**src/design/iba_pkg.sv**
```systemverilog
// ----------------------------------------------------------------------------
// iba_pkg: shared types and codes for the inode block allocator
// Transfer payloads, allocator codes and the bitmap command/response types.
// ----------------------------------------------------------------------------
package iba_pkg;

  // Input modes
  localparam logic [1:0] MODE_ALLOC  = 2'd0;
  localparam logic [1:0] MODE_FREE   = 2'd1;
  localparam logic [1:0] MODE_RESIZE = 2'd2;

  // Block events
  localparam logic [1:0] EV_NONE    = 2'd0;
  localparam logic [1:0] EV_ALLOC   = 2'd1;
  localparam logic [1:0] EV_RELEASE = 2'd2;

  // Status codes
  localparam logic [2:0] ST_OK       = 3'd0;
  localparam logic [2:0] ST_TOO_MANY = 3'd1;
  localparam logic [2:0] ST_UNUSED   = 3'd2;
  localparam logic [2:0] ST_FULL     = 3'd3;
  localparam logic [2:0] ST_NO_INODE = 3'd4;

  // Widest bitmap index (covers up to 4096 entries)
  localparam int BmIdxW = 12;

  typedef enum logic [1:0] {
    BM_FIND,   // find lowest clear bit and set it
    BM_CLEAR,  // clear one bit, report its old value
    BM_TEST    // read one bit
  } iba_bm_op_e;

  typedef struct packed {
    iba_bm_op_e          op;
    logic [BmIdxW-1:0]   idx;
  } iba_bm_cmd_t;

  typedef struct packed {
    logic                found;
    logic                prev;
    logic [BmIdxW-1:0]   idx;
  } iba_bm_rsp_t;

  typedef struct packed {
    logic [1:0]  mode;
    logic [7:0]  inode;
    logic [15:0] size_bytes;
  } iba_in_t;

  typedef struct packed {
    logic [9:0] block;
    logic [1:0] block_event;
    logic [7:0] inode_out;
    logic [2:0] status;
    logic       last;
  } iba_out_t;

endpackage

```
**src/design/iba_bitmap.sv**
```systemverilog
// ----------------------------------------------------------------------------
// iba_bitmap: word-organized usage bitmap
// One synchronous RAM of W-bit rows plus a per-row full flag. Supports
// find-lowest-free-and-set, clear and test, each as a read-modify-write
// (test writes nothing back). A clearing pass loads the reset pattern after reset.
// ----------------------------------------------------------------------------
module iba_bitmap #(
  parameter int DEPTH  = 1024,
  parameter int SET_LO = 0,
  parameter int SET_HI = 19
) (
  input  logic                 clk_i,
  input  logic                 rst_ni,
  input  logic                 cmd_valid_i,
  input  iba_pkg::iba_bm_cmd_t cmd_i,
  output logic                 ready_o,
  output logic                 rsp_valid_o,
  output iba_pkg::iba_bm_rsp_t rsp_o
);

  localparam int W    = (DEPTH < 32) ? DEPTH : 32;
  localparam int ROWS = DEPTH / W;
  localparam int RW   = (ROWS > 1) ? $clog2(ROWS) : 1;
  localparam int BW   = $clog2(W);
  localparam int IW   = $clog2(DEPTH);

  localparam logic [1:0] ST_INIT = 2'd0;
  localparam logic [1:0] ST_IDLE = 2'd1;
  localparam logic [1:0] ST_RMW  = 2'd2;

  logic [1:0]           state_q;
  logic [RW-1:0]        cnt_q;
  logic [RW-1:0]        row_q;
  logic [BW-1:0]        bit_q;
  iba_pkg::iba_bm_op_e  op_q;
  logic [ROWS-1:0]      full_q;
  logic                 rsp_valid_q;
  iba_pkg::iba_bm_rsp_t rsp_q;

  logic [W-1:0]  mem [ROWS];
  logic [W-1:0]  rdata_q;
  logic          we;
  logic [RW-1:0] waddr;
  logic [W-1:0]  wdata;
  logic [RW-1:0] raddr;

  logic [RW-1:0] free_row;
  logic          any_free;
  logic [BW-1:0] zero_bit;
  logic [W-1:0]  init_word;
  logic [IW-1:0] cmd_idx;
  logic [RW-1:0] cmd_row;
  logic          find_none;

  assign cmd_idx   = cmd_i.idx[IW-1:0];
  assign cmd_row   = RW'(cmd_idx >> BW);
  assign find_none = (cmd_i.op == iba_pkg::BM_FIND) && !any_free;

  // Lowest row that still has a clear bit
  always_comb begin
    free_row = '0;
    any_free = 1'b0;
    for (int r = ROWS - 1; r >= 0; r--) begin
      if (!full_q[r]) begin
        free_row = RW'(r);
        any_free = 1'b1;
      end
    end
  end

  // Lowest clear bit of the row just read
  always_comb begin
    zero_bit = '0;
    for (int j = W - 1; j >= 0; j--) begin
      if (!rdata_q[j]) begin
        zero_bit = BW'(j);
      end
    end
  end

  // Reset pattern of the row being initialized
  always_comb begin
    for (int j = 0; j < W; j++) begin
      init_word[j] = ((int'(cnt_q) * W + j) >= SET_LO) && ((int'(cnt_q) * W + j) < SET_HI);
    end
  end

  // RAM port control
  always_comb begin
    we    = 1'b0;
    waddr = row_q;
    wdata = rdata_q;
    raddr = row_q;
    case (state_q)
      ST_INIT: begin
        we    = 1'b1;
        waddr = cnt_q;
        wdata = init_word;
      end
      ST_IDLE: begin
        raddr = (cmd_i.op == iba_pkg::BM_FIND) ? free_row : cmd_row;
      end
      ST_RMW: begin
        case (op_q)
          iba_pkg::BM_FIND: begin
            we              = 1'b1;
            wdata[zero_bit] = 1'b1;
          end
          iba_pkg::BM_CLEAR: begin
            we           = 1'b1;
            wdata[bit_q] = 1'b0;
          end
          default: begin
            we = 1'b0;
          end
        endcase
      end
      default: begin
        we = 1'b0;
      end
    endcase
  end

  // Bitmap RAM
  always_ff @(posedge clk_i) begin
    if (we) begin
      mem[waddr] <= wdata;
    end
    rdata_q <= mem[raddr];
  end

  // Sequencer
  always_ff @(posedge clk_i or negedge rst_ni) begin
    if (!rst_ni) begin
      state_q     <= ST_INIT;
      cnt_q       <= '0;
      rsp_valid_q <= 1'b0;
      for (int r = 0; r < ROWS; r++) begin
        full_q[r] <= (SET_LO <= r * W) && ((r * W + W) <= SET_HI);
      end
    end else begin
      case (state_q)
        ST_INIT: begin
          rsp_valid_q <= 1'b0;
          cnt_q       <= RW'(cnt_q + 1'b1);
          if (cnt_q == RW'(ROWS - 1)) begin
            state_q <= ST_IDLE;
          end
        end
        ST_IDLE: begin
          // A find with every row full answers at once with no bit found
          rsp_valid_q <= cmd_valid_i && find_none;
          if (cmd_valid_i && !find_none) begin
            state_q <= ST_RMW;
          end
        end
        ST_RMW: begin
          rsp_valid_q <= 1'b1;
          state_q     <= ST_IDLE;
          if (op_q == iba_pkg::BM_FIND) begin
            full_q[row_q] <= &wdata;
          end else if (op_q == iba_pkg::BM_CLEAR) begin
            full_q[row_q] <= 1'b0;
          end
        end
        default: begin
          rsp_valid_q <= 1'b0;
          state_q     <= ST_IDLE;
        end
      endcase
    end
  end

  // Command and response payload
  always_ff @(posedge clk_i) begin
    if (state_q == ST_IDLE && cmd_valid_i) begin
      row_q     <= raddr;
      bit_q     <= cmd_idx[BW-1:0];
      op_q      <= cmd_i.op;
      rsp_q     <= '0;
    end
    if (state_q == ST_RMW) begin
      rsp_q.found <= 1'b1;
      rsp_q.prev  <= rdata_q[bit_q];
      rsp_q.idx   <= iba_pkg::BmIdxW'({row_q, zero_bit});
    end
  end

  assign ready_o     = (state_q == ST_IDLE);
  assign rsp_valid_o = rsp_valid_q;
  assign rsp_o       = rsp_q;

endmodule

```
**config.mk**
```make
export PLATFORM = sky130hd
export DESIGN_NAME = iba_bitmap
export DESIGN_NICKNAME = d
export VERILOG_FILES = /design/src/design/iba_pkg.sv /design/src/design/iba_bitmap.sv
export SDC_FILE = /design/constraint.sdc
export NUM_CORES = 1
export LEC_CHECK = 0
export ABC_AREA = 1
export BUFFER_PORTS_ARGS = -buffer_cell sky130_fd_sc_hd__clkbuf_2
export CORE_MARGIN = 2
export CORE_UTILIZATION = 40
export CTS_CLUSTER_SIZE = 25
export DETAILED_ROUTE_END_ITERATION = 10
export PLACE_DENSITY_LB_ADDON = 0.12
export REMOVE_ABC_BUFFERS = 1
export SLEW_MARGIN = 30
export SYNTH_ARGS = -nofsm -noshare
export SYNTH_HDL_FRONTEND = slang
export SYNTH_SLANG_ARGS = --single-unit
```
**constraint.sdc**
```tcl
create_clock -name clk_i -period 5.15 [get_ports clk_i]
set_input_delay 0.515 -clock clk_i [delete_from_list [all_inputs] [get_ports clk_i]]
set_output_delay 0.515 -clock clk_i [all_outputs]
set_load 0.03 [all_outputs]
```
Word level (Yosys, flattened, before mapping)

Memories as Yosys holds them, arrays and structs flattened. A register that Yosys moved wholly into a read port is not among the register bits.
Cells that the tools add are included.

Register bits after elaboration: 64
RAM bits: 1024
Input port bits: 17
Output and inout port bits: 16
Word-level logic and storage cells: 296
Memories: 1

Add/subtract/negate cells: 32
Magnitude comparators: 70
Equality and inequality tests: 6
Multiplexer cells: 122
Bitwise gates (word level): 5
Reductions and logical operators: 50

Memories:

| memory | depth | width | rd ports | clocked after Yosys merged registers in | wr ports | line             | source |
|---|---|---|---|---|---|---|---|
| mem    | 32    | 32    | 1        | 1                                       | 1        | iba_bitmap.sv:40 | `logic [W-1:0] mem [ROWS];` |

Operators with widths:

| operator                | number |
|---|---|
| $ge A32 B1 Y1 const B   | 31 |
| $lt A11 B5 Y1 const B   | 31 |
| $mux W5                 | 67 |
| $add A10 B5 Y11 const B | 16 |
| $pmux W32 S2            | 2 |
| $add A10 B4 Y11 const B | 8 |
| $and A32 B32 Y32        | 2 |
| $mux W32                | 2 |
| $not A32 Y32            | 2 |
| $add A10 B3 Y11 const B | 4 |
| $logic_and A1 B1 Y1     | 39 |
| $mux W1                 | 39 |
| $bwmux W32              | 1 |
| $or A32 B32 Y32         | 1 |
| $reduce_and A32 Y1      | 1 |
| $mux W13                | 2 |
| $add A10 B2 Y11 const B | 2 |
| $lt A5 B6 Y1 const B    | 3 |
| $demux W1 S5            | 3 |
| $ge A5 B1 Y1 const B    | 3 |
| $add A10 B1 Y11 const B | 1 |
| $ge A10 B1 Y1 const B   | 1 |
| $lt A10 B5 Y1 const B   | 1 |
| $logic_not A2 Y1        | 3 |
| other kinds (14)        | 20 |

Depth between registers and ports, before layout

Gate-level depths: netlist of the first run.

Depth after elaboration: 42
Depth in mapped cells: 43
Gate-level depth less buffers: 42

Least setup slack after synthesis of the first run

No wires, ideal clock.

Path kind: reg2reg
From: register state_q[0]
To: memory mem[14][0] (netlist name), enable pin
Library setup time: 421 ps
Data arrival time: 3094 ps
Data required time: 4729 ps
Setup slack: 1635 ps
Cell stages (with the launch flop): 11
Buffers on the path: 2
Clock period less this slack: 3515 ps
Cell sequence: dfrtp_1 inv_1 ha_1 clkbuf_1 inv_1 clkbuf_1 nor2_1 inv_1 nand2_1 nand3_1 nor2_1

Cells in the longest elaborated chain, start to end: 4
Elaborated cells on any way between the ends: 6
Classes of those cells: eq/ne (1); mux (4); reduce/logical (1)

Ends and longest elaborated chain:

| item                                             | line              | source |
|---|---|---|
| start: declaration                               | iba_bitmap.sv:31  | `logic [1:0] state_q;` |
| start signal: assignment                         | iba_bitmap.sv:135 | `state_q <= ST_INIT;` |
| start signal: assignment                         | iba_bitmap.sv:147 | `state_q <= ST_IDLE;` |
| start signal: assignment                         | iba_bitmap.sv:154 | `state_q <= ST_RMW;` |
| $eq A2 B2 Y1 or $logic_not A2 Y1 (tied branches) | iba_bitmap.sv:94  | `case (state_q)` |
| $pmux W1 S2                                      | iba_bitmap.sv:94  |  |
| $mux W1                                          | iba_bitmap.sv:126 | `if (we) begin` |
| $mux W1 (not written as such)                    | iba_bitmap.sv:127 | `mem[waddr] <= wdata;` |
| end: declaration                                 | iba_bitmap.sv:40  |  |

Parallel ways exist; a longest one is shown, timed or not.

Worst setup path after layout of the first run

From: register rdata_q[31] (read register of mem)
To: register full_q[21]

Cells in the longest elaborated chain, start to end: 42
Elaborated cells on any way between the ends: 44
Classes of those cells: order compare (2); mux (38); bitwise (2); reduce/logical (2)

Ends and longest elaborated chain:

| item                                                               | line              | source |
|---|---|---|
| start: declaration                                                 | iba_bitmap.sv:41  | `logic [W-1:0] rdata_q;` |
| $mux W5 (32 in series)                                             | iba_bitmap.sv:75  | `if (!rdata_q[j]) begin` |
| $lt A5 B6 Y1 (not written as such) or $ge A5 B1 Y1 (tied branches) | iba_bitmap.sv:107 | `wdata[zero_bit] = 1'b1;` |
| $logic_and A1 B1 Y1 (not written as such)                          | iba_bitmap.sv:107 |  |
| $mux W1 (not written as such)                                      | iba_bitmap.sv:107 |  |
| $demux W1 S5                                                       | iba_bitmap.sv:107 |  |
| $or A32 B32 Y32 (no source line)                                   | n/a               |  |
| $pmux W32 S2                                                       | iba_bitmap.sv:104 | `case (op_q)` |
| $pmux W32 S2 *                                                     | iba_bitmap.sv:94  |  |
| $reduce_and A32 Y1 *                                               | iba_bitmap.sv:161 | `full_q[row_q] <= &wdata;` |
| $bwmux W32 *                                                       | iba_bitmap.sv:161 |  |
| $mux W32 *                                                         | iba_bitmap.sv:160 | `if (op_q == iba_pkg::BM_FIND) begin` |
| end signal: indexed assignment                                     | iba_bitmap.sv:139 | `full_q[r] <= (SET_LO <= r * W) && ((r * W + W) <= SET_HI);` |
| end signal: indexed assignment                                     | iba_bitmap.sv:161 |  |
| end: declaration                                                   | iba_bitmap.sv:36  | `logic [ROWS-1:0] full_q;` |

Every way passes the cells marked *; elsewhere a longest branch is shown, timed or not.
A chain may end at the register's enable or synchronous reset.

==> results of run 1 <==
-- metal layers --
layer  vias to the layer above  global-route usage [%]
met4                         0                    6.57
met3                       191                    3.42
met5                         -                       0
met1                     17747                    35.0
li1                      16721                       -
met2                      1037                    38.1
-- layout make-up --
type	count	area, um^2
multi-input cells	2972	14600
well taps	1650	2060
flip-flops and latches	1120	33100
clock buffers	155	3270
clock inverters	69	711
repair buffers	171	1720
inverters	525	1990
fillers	11669	68200
-- where the power goes --
group,switching [mW],internal (mW)
combinational,11.9,3.92
clock,3.63,5.14
sequential,0.453,13.0
-- Yosys cell counts (all sizes together), types with 2 or more instances --
library cell and number:
a21oi 53, a221oi 2, a22oi 12, a31oi 2, buf 142, clkbuf 155, dfrtp 40, dfxtp 33
edfxtp 1047, ha 6, inv 524, nand2 1375, nand3 832, nand3b 416, nand4 53, nor2 127
nor3 24, nor4 2, o21ai 41, o221ai 6, o311ai 2, or2 7, xor2 3
-- worst min-delay path by stage --
stage,start,endpoint,slack [ns],cells after the start
final,cmd_i[3],bit_q[3]$_DFFE_PP_,0.14,1
after global routing,cmd_i[4],bit_q[4]$_DFFE_PP_,0.13,1
after CTS,cmd_i[3],bit_q[3]$_DFFE_PP_,0.08,1
after detailed placement,rsp_o[13]$_SDFFE_PP1P_,rsp_o[13]$_SDFFE_PP1P_,0.47,2
after global placement,rsp_o[13]$_SDFFE_PP1P_,rsp_o[13]$_SDFFE_PP1P_,0.46,2
after floorplan,rst_ni,cnt_q[0]$_DFFE_PN0P_,0.22,0
-- cells in the final DEF (no fill, tap or decap), types with 33 or more instances in the layout --
master	n
sky130_fd_sc_hd__buf_12	39
sky130_fd_sc_hd__nand4_1	53
sky130_fd_sc_hd__nor2_1	92
sky130_fd_sc_hd__a21oi_1	51
sky130_fd_sc_hd__nand2_1	1364
sky130_fd_sc_hd__nand3_1	830
sky130_fd_sc_hd__inv_1	512
sky130_fd_sc_hd__o21ai_0	39
sky130_fd_sc_hd__buf_4	98
sky130_fd_sc_hd__clkbuf_16	121
sky130_fd_sc_hd__dfxtp_1	33
sky130_fd_sc_hd__nand3b_1	416
sky130_fd_sc_hd__edfxtp_1	1047
sky130_fd_sc_hd__nor2_4	34
sky130_fd_sc_hd__dfrtp_1	40
-- cell families after synthesis --
logic type,after synthesis,synth area share [%]
other,1,0.00740
DFF,1120,65.3
xor gates and xnor gates,3,0.0518
and+or+nand+nor,2837,26.7
AOI/OAI and AO/OA,124,1.41
buffers and inverters,822,6.42
adders and majority gates,6,0.148
-- flip-flops by register name, summed over array words and instances (netlist names) --
name	count
mem	1024
full_q	32
rdata_q	32
rsp_o	12
bit_q	5
cnt_q	5
row_q	5
op_q	2
state_q	2
rsp_valid_o	1
-- metrics by stage --
stage / worst slack, ns / hold WS, ns
4_1_cts: 0.741 / 0.0840
6_report: 0.754 / 0.137
3_5_place_dp: 0.763 / 0.465
3_3_place_gp: 0.769 / 0.461
5_1_grt: 0.165 / 0.126
2_1_floorplan: -18.88 / 0.219
-- what timing repair did --
| item | in CTS | in global routing |
|---|---|---|
| hold buffers | 6 | 0 |
| hold endpoints to repair | 45 | 0 |
| setup buffers | 0 | 0 |
| resized for setup | 0 | 0 |
==> results.toml, run 1 <==
[final_layout]
relative_area_change_from_synthesis_to_final_layout_pct = 13.4
utilization_after_layout_pct = 45.7
final_layout_size_suffix_gt1_share_pct = 8.44
num_antenna_cells = 0
layoutNonFillerInstCount = 6662
finalNetCount = 4933
design_area_mm2 = 0.0575

[detailed_routing]
avgRoutedWirePerCell_um = 23.7
top_layer = "met4"
vias_per_cell = 5.36
num_vias = 35696
routed_wl_um = 158000
initialDrtViolationCount = 3580
wl_met2_um = 72600
route.met3.wl_um = 9090
routedLengthMet1_um = 72800
drtAntennaViolNets = 0
first_pass_iters = 5
drc = 0

[setup_path]
worst-path-buf-inv = 1
critical-path-top-delay-family = "simple AND/OR/NAND/NOR gates"
worst-endpoint-arrival_ns = 5.07
critPathLaunchType = "flop"
rr_startpoint = "rdata_q[31]$_DFF_P_"
end_kind = "flop"
crit_path_start = "rdata_q[31]$_DFF_P_"
r2r.worst_path.cells = 42
cp_data_required_time_ns = 5.82
worst_setup_ep = "full_q[21]$_DFFE_PN0P_"
r2r_setup_slack_ns = 0.75
criticalPathCategory = "flop to flop"
critical_path_cell_count = 42
path_common_cell = "sky130_fd_sc_hd__nand2_1"
r2r_end = "full_q[21]$_DFFE_PN0P_"
timing.critical_path.fanout_max = 32
slowest_delay_ns = 0.69
slowest_stage = "sky130_fd_sc_hd__nor2_4"

[grt]
gr-usage-all-layers_pct = 24.2
grt_max_degree = 137
grt_first_pass_wirelength_um = 232000
grt-ovfl-total = 0
grt_pass1_vias = 34035
initial_antenna_violation_count = 4

[synth]
synth_flop_cell = "sky130_fd_sc_hd__edfxtp_1"
ys_top_cells_by_area = "sky130_fd_sc_hd__edfxtp_1 (62%), sky130_fd_sc_hd__nand2_1 (10%), sky130_fd_sc_hd__nand3_1 (8.2%)"
postSynthRegisterBits = 1120
synth_sequential_area_ratio_pct = 65.3
synth_top_area_share_pct = 62.0
synth_async_sr_flop_share_pct = 3.57
yosys.area.top_type = "sky130_fd_sc_hd__edfxtp_1"
post_synth_num_cell_types = 44
synth-warning-count = 0
synth_cells = 4913
synth_enable_flop_cells = 1047
synth_area_per_cell_um2 = 10.3
synthesis.area_mm2 = 0.0507

[timing]
unrepaired_setup_endpoints_after_global_routing = "false"
period_minus_slack_ns = 4.40
finalSetupTns_ns = 0
slew_violations = 0
slew-limit-headroom_pct = 35.3
finalHoldViolCount = 0
timing_worst_slew_pin_value_ns = 0.970
setup_viol = 0
timing.clock.skew_ns = 0.0428
maxClockFrequency_mhz = 227
period_share_pct = 85.4

[place]
placedCellCount = 6432
port-buffer-count = 28
detailed_place.area_mm2 = 0.0535
hpwl_um = 84200
place.gp.congestion = 0.986

[power_and_ir_drop]
total_power_mw = 38.0
p_leak_nw = 22.6
ir_worst_vdd_v = 0.000530
power_density_mw_per_mm2 = 662

[die]
rows = 130
starting_density_pct = 40.3
fp.dieW_um = 360
pin_count = 33
fp.dieArea_mm2 = 0.130
die_y_um = 360
core_mm2 = 0.126

[outcome]
status = "completed"

[min_path]
timing.hold.worst.class = "input pin to flop"

[clock_tree]
cts.htree.levels = 3
clkSlewWorstSetupHoldPaths_ns = 0.06
cts-buffers-inserted = 120
cts_tree = "yes"
clk_path_buf_depth = 3
clock-root-buffer = "sky130_fd_sc_hd__clkbuf_16"
numClockSinks = 1120
worstSkewPairLatency_ns = 0.76

[run]
maximum_capacitance_violations = 0
Note: power is estimated with default switching activity, not from simulation.
==> run 2, diff against run 1 <==
--- a/config.mk
+++ b/config.mk
@@ -11,6 +11,7 @@
 export CORE_UTILIZATION = 40
 export CTS_CLUSTER_SIZE = 25
 export DETAILED_ROUTE_END_ITERATION = 10
+export MAX_ROUTING_LAYER = met4
 export PLACE_DENSITY_LB_ADDON = 0.12
 export REMOVE_ABC_BUFFERS = 1
 export SLEW_MARGIN = 30
==> run 2 against run 1 <==
Effect of this change:
- clock power is 2.4% lower
- largest power group unchanged
- design area is 0.33% lower
- total power is 0.65% lower
==> results.toml, run 2 (synthesis gave the netlist of run 1 again) <==
[die]
die_y_um = 360
rows = 130
starting_density_pct = 40.3
pin_count = 33
core_mm2 = 0.126
fp.dieArea_mm2 = 0.130
fp.dieW_um = 360

[clock_tree]
clk_path_buf_depth = 3
cts.htree.levels = 3
clkSlewWorstSetupHoldPaths_ns = 0.06
cts_tree = "yes"
worstSkewPairLatency_ns = 0.76
cts-buffers-inserted = 119
numClockSinks = 1120
clock-root-buffer = "sky130_fd_sc_hd__clkbuf_16"

[power_and_ir_drop]
p_switching_mw = 16.0
netSwitchingFraction_pct = 42.2
clockPowerShare_pct = 22.7
intPower_mw = 21.8
comb_power_share_pct = 41.7
ir_worst_vdd_v = 0.000734
p_leak_nw = 22.5
pwr-share-seq_pct = 35.6
power_density_mw_per_mm2 = 660

[setup_path]
timing.critical_path.fanout_max = 32
slowest_delay_ns = 0.68
critPathLaunchType = "flop"
r2r.worst_path.cells = 42
r2r_end = "full_q[23]$_DFFE_PN0P_"
criticalPathCategory = "flop to flop"
slowest_stage = "sky130_fd_sc_hd__nor2_4"
end_kind = "flop"
worst-endpoint-arrival_ns = 5.03
path_common_cell = "sky130_fd_sc_hd__nand2_1"
worst_setup_ep = "full_q[23]$_DFFE_PN0P_"
rr_startpoint = "rdata_q[31]$_DFF_P_"
worst-path-buf-inv = 1
r2r_setup_slack_ns = 0.78
critical_path_cell_count = 42
cp_data_required_time_ns = 5.81
crit_path_start = "rdata_q[31]$_DFF_P_"
critical-path-top-delay-family = "simple AND/OR/NAND/NOR gates"

[detailed_routing]
drtAntennaViolNets = 0
vias_per_cell = 5.34
num_vias = 35580
first_pass_iters = 6
drc = 0
avgRoutedWirePerCell_um = 23.8
initialDrtViolationCount = 3438
routed_wl_um = 158000

[grt]
grt_first_pass_wirelength_um = 232000
grt_max_degree = 164
gr-usage-all-layers_pct = 24.8
grt_pass1_vias = 33624
initial_antenna_violation_count = 1
grt-ovfl-total = 0

[timing]
setup_viol = 0
unrepaired_setup_endpoints_after_global_routing = "false"
setup_ws_ns = 0.779
period_minus_slack_ns = 4.37
finalHoldViolCount = 0
period_share_pct = 84.9
slew_violations = 0
maxClockFrequency_mhz = 229
slew-limit-headroom_pct = 25.3
finalSetupTns_ns = 0
timing.clock.skew_ns = 0.0295
timing_worst_slew_pin_value_ns = 1.12

[min_path]
whs_path_depth = 1
timing.hold.worst.class = "input pin to flop"

[final_layout]
final_layout_size_suffix_gt1_share_pct = 7.77
layout.cells.most_common_list = "sky130_fd_sc_hd__nand2_1 (1364), sky130_fd_sc_hd__edfxtp_1 (1047), sky130_fd_sc_hd__nand3_1 (830)"
number_of_flip_flops_under_the_largest_register_name = 1024
fillCellCount = 11630
relative_area_change_from_synthesis_to_final_layout_pct = 13.0
design_area_mm2 = 0.0573
final-seq-area_mm2 = 0.0331
multi_input_area_mm2 = 0.0146
mostFrequentLayoutCell = "sky130_fd_sc_hd__nand2_1"
largestRegisters = "mem (1024), full_q (32), rdata_q (32)"
finalNetCount = 4925
largest_register = "mem"

[outcome]
status = "completed"

[place]
dp_slack_ns = 0.806
place.gp.congestion = 1.01
detailed_place.area_mm2 = 0.0534
port-buffer-count = 28
hpwl_um = 84200

[run]
maximum_capacitance_violations = 0
## run 2: cell types whose count changed in the layout (fill, tap and decap cells not counted), sizes merged
cell	previous run	this run
diode	0	1
bufinv	14	12
buf	137	130
clkbuf	183	193
inv	526	528
clkinv	48	46
clkinvlp	6	0
## run 2: worst min-delay path by stage
stage / to / start / slack (ns)
after floorplan: cnt_q[0]$_DFFE_PN0P_ / rst_ni / 0.22
after global placement: full_q[0]$_DFFE_PN0P_ / full_q[0]$_DFFE_PN0P_ / 0.48
after detailed placement: full_q[0]$_DFFE_PN0P_ / full_q[0]$_DFFE_PN0P_ / 0.48
after CTS: bit_q[4]$_DFFE_PP_ / cmd_i[4] / 0.1
after global routing: bit_q[4]$_DFFE_PP_ / cmd_i[4] / 0.14
final: bit_q[4]$_DFFE_PP_ / cmd_i[4] / 0.17
## run 2: per-stage QoR
| stage | utilization [%] | instances | hold slack [ns] | power (mW) |
|---|---|---|---|---|
| floorplan | - | 4617 | 0.219 | 21.8 |
| global placement | 42.4 | 6425 | 0.482 | 29.3 |
| detailed placement | 42.5 | 6425 | 0.478 | 29.4 |
| CTS | 45.6 | 6657 | 0.0978 | 38.0 |
| global route | 45.6 | 6657 | 0.135 | 39.9 |
| finish | 45.6 | 6658 | 0.173 | 37.8 |
## run 2: final cells by class
cell class,instances,area share (%)
Clock buffer,165,5.62
Multi-Input combinational cell,2972,25.6
Clock inverter,61,1.11
Antenna cell,1,0.00437
Sequential cell,1120,57.8
Tap cell,1650,3.60
Timing Repair Buffer,164,2.86
Inverter,525,3.47
## run 2: timing repair
| item | in CTS | in global routing |
|---|---|---|
| setup buffers | 0 | 0 |
| gates resized for setup | 0 | 0 |
| hold buffers | 6 | 0 |
| endpoints found under the hold margin | 45 | 0 |
## run 2: worst register-to-register path: cells and delay by family (launching register included)
kind / cells / cell delay [ns]
buffers and inverters: 1 / 0.09
DFF: 1 / 0.41
and+or+nand+nor: 41 / 3.80
## run 2: power groups by stage
stage / Clock (mW) / Combinational [mW] / Sequential, mW
floorplan: 0 / 8.25 / 13.5
global placement: 0 / 15.7 / 13.6
detailed placement: 0 / 15.8 / 13.6
CTS: 8.70 / 15.8 / 13.4
global route: 9.06 / 17.3 / 13.5
finish: 8.57 / 15.8 / 13.5
## run 2: metal layers
layer	routed length [um]	part of all wire, %	global-route usage (%)
met4	2960	1.9	5.88
met5	0	0	-
met3	9880	6.2	3.26
met2	72800	46	38.3
met1	72600	46	34.9
